File: src/hw/rtl/mset_pkg.sv
`timescale 1ns / 1ps

package mset_pkg;

    localparam int NUM_SLOTS   = 10;
    localparam int MAX_RESULTS = 10;

    localparam int SLOT_W = (NUM_SLOTS > 1) ? $clog2(NUM_SLOTS) : 1;
    localparam int RES_W  = $clog2(MAX_RESULTS + 1);

    localparam int CNT_W = 32;
    localparam int TAG_W = 8;
    localparam int IDX_W = 6;

    localparam logic [1:0] OP_TICK     = 2'd0;
    localparam logic [1:0] OP_REGISTER = 2'd1;
    localparam logic [1:0] OP_CLEAR    = 2'd2;

    localparam logic [2:0] KIND_REGISTERED = 3'd0;
    localparam logic [2:0] KIND_FULL       = 3'd1;
    localparam logic [2:0] KIND_FIRED      = 3'd2;
    localparam logic [2:0] KIND_IDLE       = 3'd3;
    localparam logic [2:0] KIND_CLEARED    = 3'd4;

    typedef struct packed {
        logic [1:0]       operation;
        logic [CNT_W-1:0] delay_ticks;
        logic [CNT_W-1:0] period_ticks;
        logic [TAG_W-1:0] event_tag;
    } in_item_t;

    typedef struct packed {
        logic [2:0]       result_kind;
        logic [IDX_W-1:0] slot_index;
        logic [TAG_W-1:0] fired_tag;
        logic             last;
    } out_item_t;

    // slot as seen by the shared update unit
    typedef struct packed {
        logic             valid;
        logic [CNT_W-1:0] count;
        logic [CNT_W-1:0] period;
    } slot_state_t;

    typedef struct packed {
        logic             valid;
        logic [CNT_W-1:0] count;
        logic             fire;
    } slot_upd_t;

endpackage

File: src/hw/rtl/multi_slot_event_timer.sv
`timescale 1ns / 1ps
// Register and clear give their single result, registered, in the cycle after the beat.
// Tick: slots are walked one per cycle through a shared update unit; busy stays
// high through the walk and the finish state, where the final result is registered.
// A new tick is taken only once busy is low again; register/clear one per cycle.
// Reset (rst_n low, async) empties all slots at once; no clearing pass.
// Results are one-cycle strobes; the receiver cannot stall.
module multi_slot_event_timer (
    input  logic                  clk,
    input  logic                  rst_n,
    input  logic                  start,
    output logic                  busy,
    input  mset_pkg::in_item_t    item,
    output logic                  strobe,
    output mset_pkg::out_item_t   result
);

    typedef enum logic [2:0] {
        ST_IDLE   = 3'b001,
        ST_WALK   = 3'b010,
        ST_FINISH = 3'b100
    } state_t;

    state_t state_reg, state_next;

    logic [mset_pkg::NUM_SLOTS-1:0] valid_reg, valid_next;
    logic [mset_pkg::CNT_W-1:0]     count_reg  [mset_pkg::NUM_SLOTS];
    logic [mset_pkg::CNT_W-1:0]     period_reg [mset_pkg::NUM_SLOTS];
    logic [mset_pkg::TAG_W-1:0]     tag_reg    [mset_pkg::NUM_SLOTS];

    logic [mset_pkg::SLOT_W-1:0] idx_reg, idx_next;
    logic [mset_pkg::RES_W-1:0]  rep_reg, rep_next;

    logic                        pend_reg, pend_next;
    logic [mset_pkg::SLOT_W-1:0] pend_idx_reg, pend_idx_next;
    logic [mset_pkg::TAG_W-1:0]  pend_tag_reg, pend_tag_next;

    logic                 strobe_reg, strobe_next;
    mset_pkg::out_item_t  result_reg, result_next;

    logic                        free_found;
    logic [mset_pkg::SLOT_W-1:0] free_idx;
    logic                        accept;
    logic                        do_register;
    logic                        do_walk;

    mset_pkg::slot_state_t cur;
    mset_pkg::slot_upd_t   upd;

    assign accept = start && (state_reg == ST_IDLE);
    assign busy   = (state_reg != ST_IDLE);
    assign strobe = strobe_reg;
    assign result = result_reg;

    // lowest free slot
    always_comb
    begin
        free_found = 1'b0;
        free_idx   = '0;
        for (int s = mset_pkg::NUM_SLOTS - 1; s >= 0; s--)
        begin
            if (!valid_reg[s])
            begin
                free_found = 1'b1;
                free_idx   = mset_pkg::SLOT_W'(s);
            end
        end
    end

    assign cur.valid  = valid_reg[idx_reg];
    assign cur.count  = count_reg[idx_reg];
    assign cur.period = period_reg[idx_reg];

    mset_slot_unit u_slot (
        .cur (cur),
        .upd (upd)
    );

    assign do_register = accept && (item.operation == mset_pkg::OP_REGISTER) && free_found;
    assign do_walk     = (state_reg == ST_WALK) && cur.valid;

    always_comb
    begin
        state_next    = state_reg;
        valid_next    = valid_reg;
        idx_next      = idx_reg;
        rep_next      = rep_reg;
        pend_next     = pend_reg;
        pend_idx_next = pend_idx_reg;
        pend_tag_next = pend_tag_reg;
        strobe_next   = 1'b0;
        result_next   = result_reg;

        case (state_reg)
            ST_IDLE:
            begin
                if (accept)
                begin
                    case (item.operation)
                        mset_pkg::OP_TICK:
                        begin
                            idx_next   = '0;
                            rep_next   = '0;
                            pend_next  = 1'b0;
                            state_next = ST_WALK;
                        end
                        mset_pkg::OP_REGISTER:
                        begin
                            strobe_next = 1'b1;
                            result_next.fired_tag = '0;
                            result_next.last      = 1'b1;
                            if (free_found)
                            begin
                                valid_next[free_idx]    = 1'b1;
                                result_next.result_kind = mset_pkg::KIND_REGISTERED;
                                result_next.slot_index  = mset_pkg::IDX_W'(free_idx);
                            end
                            else
                            begin
                                result_next.result_kind = mset_pkg::KIND_FULL;
                                result_next.slot_index  = '0;
                            end
                        end
                        mset_pkg::OP_CLEAR:
                        begin
                            valid_next  = '0;
                            strobe_next = 1'b1;
                            result_next.result_kind = mset_pkg::KIND_CLEARED;
                            result_next.slot_index  = '0;
                            result_next.fired_tag   = '0;
                            result_next.last        = 1'b1;
                        end
                        default:
                        begin
                            // unused code: no state change, no result
                        end
                    endcase
                end
            end
            ST_WALK:
            begin
                valid_next[idx_reg] = upd.valid;
                if (upd.fire && (rep_reg < mset_pkg::RES_W'(mset_pkg::MAX_RESULTS)))
                begin
                    // a later firing proves the held one is not the last
                    if (pend_reg)
                    begin
                        strobe_next = 1'b1;
                        result_next.result_kind = mset_pkg::KIND_FIRED;
                        result_next.slot_index  = mset_pkg::IDX_W'(pend_idx_reg);
                        result_next.fired_tag   = pend_tag_reg;
                        result_next.last        = 1'b0;
                    end
                    pend_next     = 1'b1;
                    pend_idx_next = idx_reg;
                    pend_tag_next = tag_reg[idx_reg];
                    rep_next      = mset_pkg::RES_W'(rep_reg + 1'b1);
                end
                if (idx_reg == mset_pkg::SLOT_W'(mset_pkg::NUM_SLOTS - 1))
                begin
                    state_next = ST_FINISH;
                end
                else
                begin
                    idx_next = mset_pkg::SLOT_W'(idx_reg + 1'b1);
                end
            end
            ST_FINISH:
            begin
                strobe_next      = 1'b1;
                result_next.last = 1'b1;
                if (pend_reg)
                begin
                    result_next.result_kind = mset_pkg::KIND_FIRED;
                    result_next.slot_index  = mset_pkg::IDX_W'(pend_idx_reg);
                    result_next.fired_tag   = pend_tag_reg;
                end
                else
                begin
                    result_next.result_kind = mset_pkg::KIND_IDLE;
                    result_next.slot_index  = '0;
                    result_next.fired_tag   = '0;
                end
                pend_next  = 1'b0;
                state_next = ST_IDLE;
            end
            default:
            begin
                state_next = ST_IDLE;
            end
        endcase
    end

    always_ff @(posedge clk or negedge rst_n)
    begin
        if (!rst_n)
        begin
            state_reg  <= ST_IDLE;
            valid_reg  <= '0;
            idx_reg    <= '0;
            rep_reg    <= '0;
            pend_reg   <= 1'b0;
            strobe_reg <= 1'b0;
        end
        else
        begin
            state_reg  <= state_next;
            valid_reg  <= valid_next;
            idx_reg    <= idx_next;
            rep_reg    <= rep_next;
            pend_reg   <= pend_next;
            strobe_reg <= strobe_next;
        end
    end

    always_ff @(posedge clk)
    begin
        pend_idx_reg <= pend_idx_next;
        pend_tag_reg <= pend_tag_next;
        result_reg   <= result_next;
        if (do_register)
        begin
            count_reg[free_idx]  <= item.delay_ticks;
            period_reg[free_idx] <= item.period_ticks;
            tag_reg[free_idx]    <= item.event_tag;
        end
        else if (do_walk)
        begin
            count_reg[idx_reg] <= upd.count;
        end
    end

endmodule

File: src/hw/rtl/mset_slot_unit.sv
`timescale 1ns / 1ps

// Tick update of one slot: fire on zero, reload or free, then decrement.
module mset_slot_unit (
    input  mset_pkg::slot_state_t cur,
    output mset_pkg::slot_upd_t   upd
);

    always_comb
    begin
        upd.valid = cur.valid;
        upd.count = cur.count;
        upd.fire  = 1'b0;
        if (cur.valid)
        begin
            if (cur.count == '0)
            begin
                upd.fire = 1'b1;
                if (cur.period != '0)
                begin
                    upd.count = cur.period - 1'b1;
                end
                else
                begin
                    upd.valid = 1'b0;
                end
            end
            else
            begin
                upd.count = cur.count - 1'b1;
            end
        end
    end

endmodule

File: config.mk
export PLATFORM = sky130hd
export DESIGN_NAME = multi_slot_event_timer
export DESIGN_NICKNAME = d
export VERILOG_FILES = /design/src/hw/rtl/mset_pkg.sv /design/src/hw/rtl/multi_slot_event_timer.sv /design/src/hw/rtl/mset_slot_unit.sv
export SDC_FILE = /design/constraint.sdc
export NUM_CORES = 1
export LEC_CHECK = 0
export BUFFER_PORTS_ARGS = -buffer_cell sky130_fd_sc_hd__clkbuf_2
export CORE_MARGIN = 2
export CORE_UTILIZATION = 40
export DETAILED_ROUTE_END_ITERATION = 10
export MAX_ROUTING_LAYER = met4
export PLACE_DENSITY_LB_ADDON = 0.12
export RECOVER_POWER = 25
export SLEW_MARGIN = 20
export SYNTH_ARGS = -nofsm -noshare
export SYNTH_HDL_FRONTEND = slang
export SYNTH_HIERARCHICAL = 1
export SYNTH_SLANG_ARGS = --single-unit
File: constraint.sdc
create_clock -name clk -period 6.35 [get_ports clk]
set_input_delay 0.635 -clock clk [delete_from_list [all_inputs] [get_ports clk]]
set_output_delay 0.635 -clock clk [all_outputs]
set_load 0.1 [all_outputs]
==> run summary, run 1 <==
vias in the first global route: 18,300
slack of the critical path: 0.652 ns
clk_lat worst skew: 0.62 ns
synthesis-stage register bit count: 771
largest family of logic cells by synthesized area: multiplexers
Die Y: 290 um
CP cell instances: buf_12, buf_12, mux4_2, nor2b_1, a211oi_1, a21oi_1, nor4_1, nand4_1, or3_1, o21ai_4, inv_2, nand4bb_1, o21ai_0, or3_1, o211a_1
final WL: 83,000 um
GR Util All Layers: 20.4%
dpl hpwl: 50,600 um
crit path time final: 5.70 ns
RSZ-0062 raised after global routing: no
post-synthesis mux area share: 13.8%
fin. max-slew vios: 0
Synth-to-Final Area Change: 14.2%
via/cell ratio: 5.73
Cell Pwr Density: 315 nW/um^2
Simple-Gate Fraction of Synth Area: 6.20%
clock slew at reported path FFs: 0.06 ns
Post-synth EDFFs: 748
max frequency: 176 MHz
Worst Tran Pin Value: 1.39 ns
I/O Pins: 97
Comb power frac: 11.7%
Critical Path RT: 6.85 ns
ys flop type: edfxtp_1
cts hold-fix bufs: 0
XOR/XNOR Fraction of Synth Area: 0.696%
Post-CTS Setup Bufs: 0
Initial Util: 40.5%
H-Tree Depth: 3
worst path bufs/invs: 3
port bufs: 94
Synth Cell Area: 32,700 um^2
detailed-route via count: 17,900
share of power burned in registers: 49.1%
Synth Warn #: 6
status: finished, final reports clean
initial antenna violation count: 6
Max Cap Viol: 0
clock skew: 0.0144 ns
drt first pass iters: 5
Tightest Hold Check Type: in -> async
post-route ant nets: 0
Setup WS pre-CTS: 0.694 ns
CTS buffer count: 83
final instance area: 37,400 um^2
setup TNS: 0 ns
final hold vios: 0
asr flop ratio synth: 2.98%
Critical Path Slowest Stage Cell: dfrtp_4
CP top delay family: simple AND/OR/NAND/NOR gates
Resized cells post-CTS: 0
sw power: 2.86 mW
placer congestion estimate: 0.871
Post-Syn Instances: 1,867
ratio of cells with drive above 1 in the final layout: 22.2%
crit start category: register
final setup vio count: 0
Non-Filler Instances: 3,128
Crit path largest cell delay: 0.78 ns
deepest clock path buffer count: 3
Chip Width: 290 um
Max VDD drop: 0.000201 V
commonest non-fill, non-tap cell in the layout: edfxtp_1
synth unique cells: 90
arrival time worst endpoint: 6.20 ns
post-synthesis compound-gate area fraction: 6.61%
Area after DPL: 34,800 um^2
Nets: 2,095
CP Max Fanout: 25
synthesized area per cell: 17.5 um^2
Internal: 8.91 mW
root buf cell: clkbuf_16
pin count of the biggest net entering global routing: 66
Wirelength per Cell: 26.5 um
first-pass GRT wire length: 123,000 um
switch share: 24.3%
die area: 84,100 um^2
Max-slew headroom: 7.40%
total gr overflow: 0
FP Rows: 104
Seq/Total Area, Yosys: 70.4%
synthesized-area fraction occupied by adder cells: 0.421%
core footprint: 80,800 um^2
Clock power frac: 39.2%
drt drc: 0
CP endpoint kind: register
dpl cells: 2,982
CTS tree: done
P_leak: 11.5 nW
fin crit share: 89.7%
critical path class: reg -> reg
drt initial violations: 1,639
most frequent cells in the layout: edfxtp_1, mux4_2, a21oi_1
clock sink count: 771
-- per-stage QoR --
stage | hold WS [ns] | power, mW | util (%)
after global routing | 0.385 | 12.2 | 46.2
after floorplan | 0.339 | 6.78 | -
after detailed placement | 0.490 | 7.28 | 43.1
final | 0.323 | 11.8 | 46.2
after CTS | 0.0282 | 11.9 | 46.3
after global placement | 0.469 | 7.27 | 43.1
-- synth_stat cells, types with 6 or more instances --
master | instances | share of area (%)
edfxtp_1 | 748 | 69
mux4_2 | 144 | 9.9
a21oi_1 | 93 | 1.4
mux2i_1 | 80 | 2.4
a211oi_1 | 76 | 1.7
nor2b_1 | 76 | 1.5
clkbuf_1 | 66 | 0.76
nor2_1 | 45 | 0.52
o21ai_0 | 37 | 0.57
buf_2 | 32 | 0.49
nand2_1 | 31 | 0.36
nor3_1 | 30 | 0.46
inv_1 | 27 | 0.31
mux2_4 | 26 | 1.2
nand3_1 | 24 | 0.37
nor4_1 | 24 | 0.46
dfrtp_1 | 22 | 1.7
nand4_1 | 21 | 0.40
xor2_1 | 18 | 0.48
and2_1 | 15 | 0.29
or4_1 | 12 | 0.28
ha_1 | 11 | 0.42
a31oi_1 | 10 | 0.19
or3_1 | 10 | 0.19
o31a_1 | 9 | 0.24
nand2b_1 | 8 | 0.15
xnor2_1 | 8 | 0.21
mux2_2 | 7 | 0.24
o211ai_1 | 7 | 0.16
or2_2 | 7 | 0.13
a32oi_1 | 6 | 0.16
and3_1 | 6 | 0.11
buf_6 | 6 | 0.21
nand4b_1 | 6 | 0.16
-- cells by family after synthesis --
logic type | after synthesis
flip-flops | 771
AND/OR/NAND/NOR | 347
AO/OA/AOI/OAI | 316
multiplexers | 258
buffers and inverters | 137
XOR/XNOR | 26
adder cells (fa/ha/maj) | 11
other | 1
-- worst paths after layout --
check                            from  depth (start not counted)  slack [ns]                to
setup reg to reg           idx_reg[0]                         15        0.65      valid_reg[6]
max in group asynchronous       rst_n                          1        5.03        idx_reg[1]
setup / recovery           idx_reg[0]                         15        0.65      valid_reg[6]
hold reg to reg            rep_reg[3]                          1        0.50        rep_reg[3]
min in group clk             item[16]                          1        0.41  period_reg[9][8]
hold / removal                  rst_n                          1        0.32        rep_reg[1]
-- routing by layer --
| metal | share of wire, % | track usage, % | wire length [um] |
|---|---|---|---|
| met5 | 0 | - | 0 |
| met4 | 2.1 | 4.57 | 1710 |
| met3 | 5.0 | 3.49 | 4140 |
| met2 | 49 | 32.5 | 40500 |
| met1 | 44 | 27.5 | 36600 |
-- area by class of cell --
class	instances	area, um^2
fill	6922	43400
sequential	771	23100
multi-input combinational	960	9270
clock buffer	108	2240
tap	1060	1330
timing repair buffer	163	1040
clock inverter	34	322
inverter	28	105
antenna	4	10.0
-- power groups by stage --
stage          combinational [mW]  sequential [mW]  clock (mW)
6_report                     1.38             5.79        4.61
5_1_grt                      1.49             5.80        4.91
4_1_cts                      1.40             5.79        4.72
3_5_place_dp                 1.39             5.89           0
3_3_place_gp                 1.39             5.89           0
2_1_floorplan               0.905             5.88           0
Power figures use the tool's default switching activity.
==> run 2: changes to the inputs <==
CORE_UTILIZATION = 56   (was 40)
GPL_TIMING_DRIVEN = 0   (was not set)
==> run 2 against run 1 <==
Against the previous run:
- sequential share of layout area down 0.72 points
- sequential cell count did not move
- wire length shrank 1.9%
- die area decreased by 28%
- critical endpoint unchanged
- largest power group unchanged
==> run summary, run 2 (synthesis results as in run 1) <==
clock sink count: 771 (unchanged)
CTS buffer count: 78 (was 83)
FP Rows: 88 (was 104)
Critical Path RT: 6.84 ns (was 6.85 ns)
Max-slew headroom: 30.7% (was 7.40%)
Max Cap Viol: 0 (unchanged)
CP endpoint kind: register (unchanged)
Worst Tran Pin Value: 1.04 ns (was 1.39 ns)
I/O Pins: 97 (unchanged)
final setup vio count: 0 (unchanged)
CP Max Fanout: 10 (was 25)
drt drc: 0 (unchanged)
fin. max-slew vios: 0 (unchanged)
most frequent cells in the layout: edfxtp_1, mux4_2, clkbuf_1 (was edfxtp_1, mux4_2, a21oi_1)
drt first pass iters: 7 (was 5)
port bufs: 94 (unchanged)
cts hold-fix bufs: 0 (unchanged)
RSZ-0062 raised after global routing: yes (was no)
commonest non-fill, non-tap cell in the layout: edfxtp_1 (unchanged)
crit start category: register (unchanged)
final hold vios: 0 (unchanged)
Wirelength per Cell: 27.8 um (was 26.5 um)
CTS tree: done (unchanged)
Chip Width: 246 um (was 290 um)
root buf cell: clkbuf_16 (unchanged)
detailed-route via count: 18,600 (was 17,900)
post-route ant nets: 0 (unchanged)
arrival time worst endpoint: 6.74 ns (was 6.20 ns)
placer congestion estimate: 0.948 (was 0.871)
final core utilization: 65.5% (was 46.2%)
deepest clock path buffer count: 3 (unchanged)
crit path time final: 6.25 ns (was 5.70 ns)
max frequency: 160 MHz (was 176 MHz)
Nets: 2,181 (was 2,095)
Tightest Hold Check Type: in -> async (unchanged)
clk_lat worst skew: 0.63 ns (was 0.62 ns)
first-pass GRT wire length: 122,000 um (was 123,000 um)
core footprint: 57,700 um^2 (was 80,800 um^2)
total gr overflow: 0 (unchanged)
die area: 60,400 um^2 (was 84,100 um^2)
initial antenna violation count: 4 (was 6)
Cell Pwr Density: 312 nW/um^2 (was 315 nW/um^2)
ratio of cells with drive above 1 in the final layout: 23.1% (was 22.2%)
Initial Util: 56.7% (was 40.5%)
vias in the first global route: 18,800 (was 18,300)
via/cell ratio: 6.37 (was 5.73)
H-Tree Depth: 3 (unchanged)
Seq. cell area: 23,000 um^2 (was 23,100 um^2)
clock skew: 0.0297 ns (was 0.0144 ns)
footprint of the multi-input gates: 9350 um^2 (was 9270 um^2)
Die Y: 246 um (was 290 um)
clock slew at reported path FFs: 0.06 ns (about the same)
Design Power: 11.8 mW (about the same)
fin crit share: 98.4% (was 89.7%)
P_leak: 11.9 nW (was 11.5 nW)
critical path class: reg -> reg (unchanged)
final WL: 81,400 um (was 83,000 um)
GR Util All Layers: 28.6% (was 20.4%)
Max VDD drop: 0.000283 V (was 0.000201 V)
dpl hpwl: 56,400 um (was 50,600 um)
drt initial violations: 1,579 (was 1,639)
status: finished, final reports clean (unchanged)
filler cell count: 4,014 (was 6,922)
pin count of the biggest net entering global routing: 33 (was 66)
Synth-to-Final Area Change: 15.4% (was 14.2%)
-- run 2: cell types whose count changed in the layout (fill, tap and decap cells not counted), sizes merged --
cell,delta
clkbuf,+61
buf,+23
clkinv,+4
bufinv,+2
clkdlybuf4s15,+1
clkinvlp,+1
diode,-1
inv,+1
-- run 2: metrics by stage --
stage,hold slack [ns],area (um^2),cells,worst slack [ns],setup TNS [ns]
6_report,0.0376,37800,2925,0.103,0
3_5_place_dp,0.506,35200,2778,-0.566,-31.41
3_3_place_gp,0.473,34200,2727,-3.04,-701.09
4_1_cts,0.0346,37800,2922,0.0589,0
5_1_grt,0.0758,37800,2925,-0.0424,-0.0424
2_1_floorplan,0.339,32700,1868,0.790,0
-- run 2: what timing repair did --
item / 4_1_cts / 5_1_grt
setup buffers: 0 / 0
resized for setup: 7 / 13
endpoints found under the setup margin: 223 / 112
-- run 2: area by class of cell --
type | instances | area share, %
flip-flops and latches | 771 | 61.0
multi-input cells | 960 | 24.8
inverters | 28 | 0.278
clock buffers | 102 | 5.73
well taps | 765 | 2.53
repair buffers | 145 | 3.27
diodes | 3 | 0.0199
clock inverters | 42 | 1.05
plain buffers | 109 | 1.38
-- run 2: worst max-delay path, cell delays in order, from the launching register on --
cell,delay [ns]
dfrtp_1,0.44
buf_2,0.38
buf_2,0.47
clkbuf_1,0.60
mux4_2,0.39
nor2b_1,0.15
a211oi_1,0.27
a21oi_1,0.20
or4_1,0.64
or3_1,0.38
or4_4,0.62
o21ai_4,0.19
inv_2,0.12
nand4bb_1,0.27
o21ai_0,0.38
or3_1,0.45
o211a_1,0.13
-- run 2: final timing paths --
| check | from | end | slack [ns] | cells past startpoint |
|---|---|---|---|---|
| setup reg to reg | idx_reg[1] | valid_reg[6] | 0.10 | 16 |
| setup / recovery | idx_reg[1] | valid_reg[6] | 0.10 | 16 |
| min in group clk | item[19] | period_reg[8][11] | 0.38 | 1 |
| hold reg to reg | pend_tag_reg[0] | result[1] | 0.52 | 1 |
| max in group asynchronous | rst_n | rep_reg[1] | 5.85 | 1 |
| hold / removal | rst_n | idx_reg[1] | 0.04 | 1 |
-- run 2: layer usage --
metal,GRT usage [%],up-vias,share of wire [%]
li1,-,8130,-
met1,38.5,9695,41
met2,44.9,693,49
met3,4.98,128,7.1
met4,9.07,0,2.8
met5,-,-,0
-- run 2: where the power goes --
group	total (mW)	internal, mW	switching [mW]
combinational	1.47	0.538	0.932
clock	4.58	2.69	1.88
sequential	5.73	5.69	0.0389
total	11.8	8.92	2.86
==> run 3: changes to the inputs <==
CELL_PAD_IN_SITES_DETAIL_PLACEMENT = 0   (was not set)
CELL_PAD_IN_SITES_GLOBAL_PLACEMENT = 1   (was not set)
CORE_UTILIZATION = 49   (was 56)
==> run 3 against run 2 <==
Against the previous run:
- sequential cell count unchanged
- utilization decreased by 8.2 points
- combinational power about the same
- worst hold slack got worse by 0.011 ns
- highest routed layer unchanged
- sequential share of layout area about the same
- largest power group unchanged
- fmax increased by 2.2%
- clock-buffer cell count increased by 4
- largest cell class unchanged
- total power decreased by 1.6%
==> run summary, run 3 (synthesis results as in run 1) <==
status: finished, final reports clean (unchanged)
Die Y: 262 um (was 246 um)
CP most frequent cell: clkbuf_1
Synth-to-Final Area Change: 15.4% (about the same)
port bufs: 94 (unchanged)
final instance area: 37,800 um^2 (about the same)
max frequency: 164 MHz (was 160 MHz)
H-Tree Depth: 3 (unchanged)
vias in the first global route: 18,800 (about the same)
cts hold-fix bufs: 0 (unchanged)
Chip Width: 262 um (was 246 um)
CP endpoint kind: register (unchanged)
commonest non-fill, non-tap cell in the layout: edfxtp_1 (unchanged)
fin crit share: 96.3% (was 98.4%)
CTS buffer count: 80 (was 78)
GR Util All Layers: 25.3% (was 28.6%)
clock sink count: 771 (unchanged)
I/O Pins: 97 (unchanged)
FF-to-FF End: valid_reg[6] (unchanged)
Tightest Hold Check Type: in -> async (unchanged)
clk_lat worst skew: 0.62 ns (was 0.63 ns)
DR top layer: met4 (unchanged)
Wirelength per Cell: 27.6 um (was 27.8 um)
core footprint: 66,000 um^2 (was 57,700 um^2)
final hold vios: 0 (unchanged)
post-route ant nets: 0 (unchanged)
total gr overflow: 0 (unchanged)
Post-CTS Setup Bufs: 0 (unchanged)
Initial Util: 49.6% (was 56.7%)
drt first pass iters: 5 (was 7)
pin count of the biggest net entering global routing: 33 (unchanged)
critical path class: reg -> reg (unchanged)
drt initial violations: 1,630 (was 1,579)
Max VDD drop: 0.000276 V (was 0.000283 V)
DRT met1 WL: 36,200 um (was 33,600 um)
Setup WS pre-CTS: -0.614 ns (was -0.566 ns)
cell count along the critical path: 16 (unchanged)
Non-Filler Instances: 3,024 (was 2,925)
Resized cells post-CTS: 9 (was 7)
Max-slew headroom: 22.5% (was 30.7%)
R2R cell count: 16 (unchanged)
die area: 68,900 um^2 (was 60,400 um^2)
ratio of cells with drive above 1 in the final layout: 23.3% (was 23.1%)
Max Cap Viol: 0 (unchanged)
dpl hpwl: 58,300 um (was 56,400 um)
Cell Pwr Density: 307 nW/um^2 (was 312 nW/um^2)
final WL: 83,600 um (was 81,400 um)
dpl cells: 2,877 (was 2,778)
via/cell ratio: 6.09 (was 6.37)
r2r setup slk: 0.24 ns (was 0.10 ns)
worst hold slack: 0.0267 ns (was 0.0376 ns)
slack of the critical path: 0.237 ns (was 0.103 ns)
CP cell instances: buf_2, clkbuf_1, clkdlybuf4s15_2, clkbuf_1, a211oi_1, a21oi_1, nor4_2, nand4_1, or3_1, clkbuf_1, o21ai_4, inv_2, nand4bb_1, o21ai_0, or3_1, o211a_1 (was buf_2, buf_2, clkbuf_1, mux4_2, nor2b_1, a211oi_1, a21oi_1, or4_1, or3_1, or4_4, o21ai_4, inv_2, nand4bb_1, o21ai_0, or3_1, o211a_1)
crit path time final: 6.11 ns (was 6.25 ns)
CP top delay family: simple AND/OR/NAND/NOR gates (unchanged)
FP Rows: 94 (was 88)
CP Max Fanout: 10 (unchanged)
first-pass GRT wire length: 125,000 um (was 122,000 um)
deepest clock path buffer count: 3 (unchanged)
final setup vio count: 0 (unchanged)
DR WL met2: 40,700 um (was 39,800 um)
arrival time worst endpoint: 6.62 ns (was 6.74 ns)
RR Startpoint: idx_reg[2] (was idx_reg[1])
worst path bufs/invs: 6 (was 4)
RSZ-0062 raised after global routing: yes (unchanged)
crit start category: register (unchanged)
Critical Path Slowest Stage Cell: nor4_2 (was or4_1)
Critical Path RT: 6.86 ns (was 6.84 ns)
Area after DPL: 35,300 um^2 (was 35,200 um^2)
Crit path largest cell delay: 0.57 ns (was 0.64 ns)
Worst Tran Pin Value: 1.15 ns (was 1.04 ns)
fin. max-slew vios: 0 (unchanged)
detailed-route via count: 18,400 (was 18,600)
drt drc: 0 (unchanged)
P_leak: 11.8 nW (was 11.9 nW)
clock slew at reported path FFs: 0.06 ns (about the same)
Nets: 2,183 (was 2,181)
Met3 Wirelength: 5000 um (was 5770 um)
initial antenna violation count: 4 (unchanged)
most frequent cells in the layout: edfxtp_1, mux4_2, clkbuf_1 (unchanged)
root buf cell: clkbuf_16 (unchanged)
CTS tree: done (unchanged)
clock skew: 0.0201 ns (was 0.0297 ns)
placer congestion estimate: 0.938 (was 0.948)
final core utilization: 57.2% (was 65.5%)
[run 3: where the power goes]
part / internal (mW) / switching [mW]
Combinational: 0.538 / 0.944
Clock: 2.47 / 1.90
Sequential: 5.69 / 0.0360
[run 3: cell type report]
class	instances	area [um^2]
flip-flops and latches	771	23000
clock inverters	38	272
plain buffers	109	541
fillers	5042	28200
inverters	28	105
multi-input cells	960	9360
clock buffers	106	2150
diodes	3	7.51
well taps	864	1080
repair buffers	145	1210
[run 3: stage by stage]
stage	power, mW	TNS [ns]
after global placement	7.25	-840.62
after detailed placement	7.31	-39.14
after CTS	11.7	0
after global routing	12.0	-0.0498
final	11.6	0
after floorplan	6.78	0
[run 3: how the worst max path moves through the flow]
stage,end,from,slack (ns)
after floorplan,count_reg[2][0],item[73],0.79
after global placement,count_reg[2][30],item[73],-3.50
after detailed placement,valid_reg[6],idx_reg[1],-0.61
after CTS,valid_reg[6],idx_reg[0],0.02
after global routing,valid_reg[6],idx_reg[2],-0.05
final,valid_reg[6],idx_reg[2],0.24
[run 3: routing by layer]
metal / vias to the layer above / GRT usage (%)
li1: 8146 / -
met1: 9616 / 34.3
met2: 553 / 40.2
met3: 102 / 4.46
met4: 0 / 6.15
met5: - / -
[run 3: worst reg2reg max path: stages (launching register included)]
cell and delay [ns]:
dfrtp_1 0.42, buf_2 0.33, clkbuf_1 0.39, clkdlybuf4s15_2 0.50, clkbuf_1 0.38, a211oi_1 0.41, a21oi_1 0.23, nor4_2 0.57
nand4_1 0.42, or3_1 0.46, clkbuf_1 0.25, o21ai_4 0.25, inv_2 0.13, nand4bb_1 0.27, o21ai_0 0.40, or3_1 0.46
o211a_1 0.13
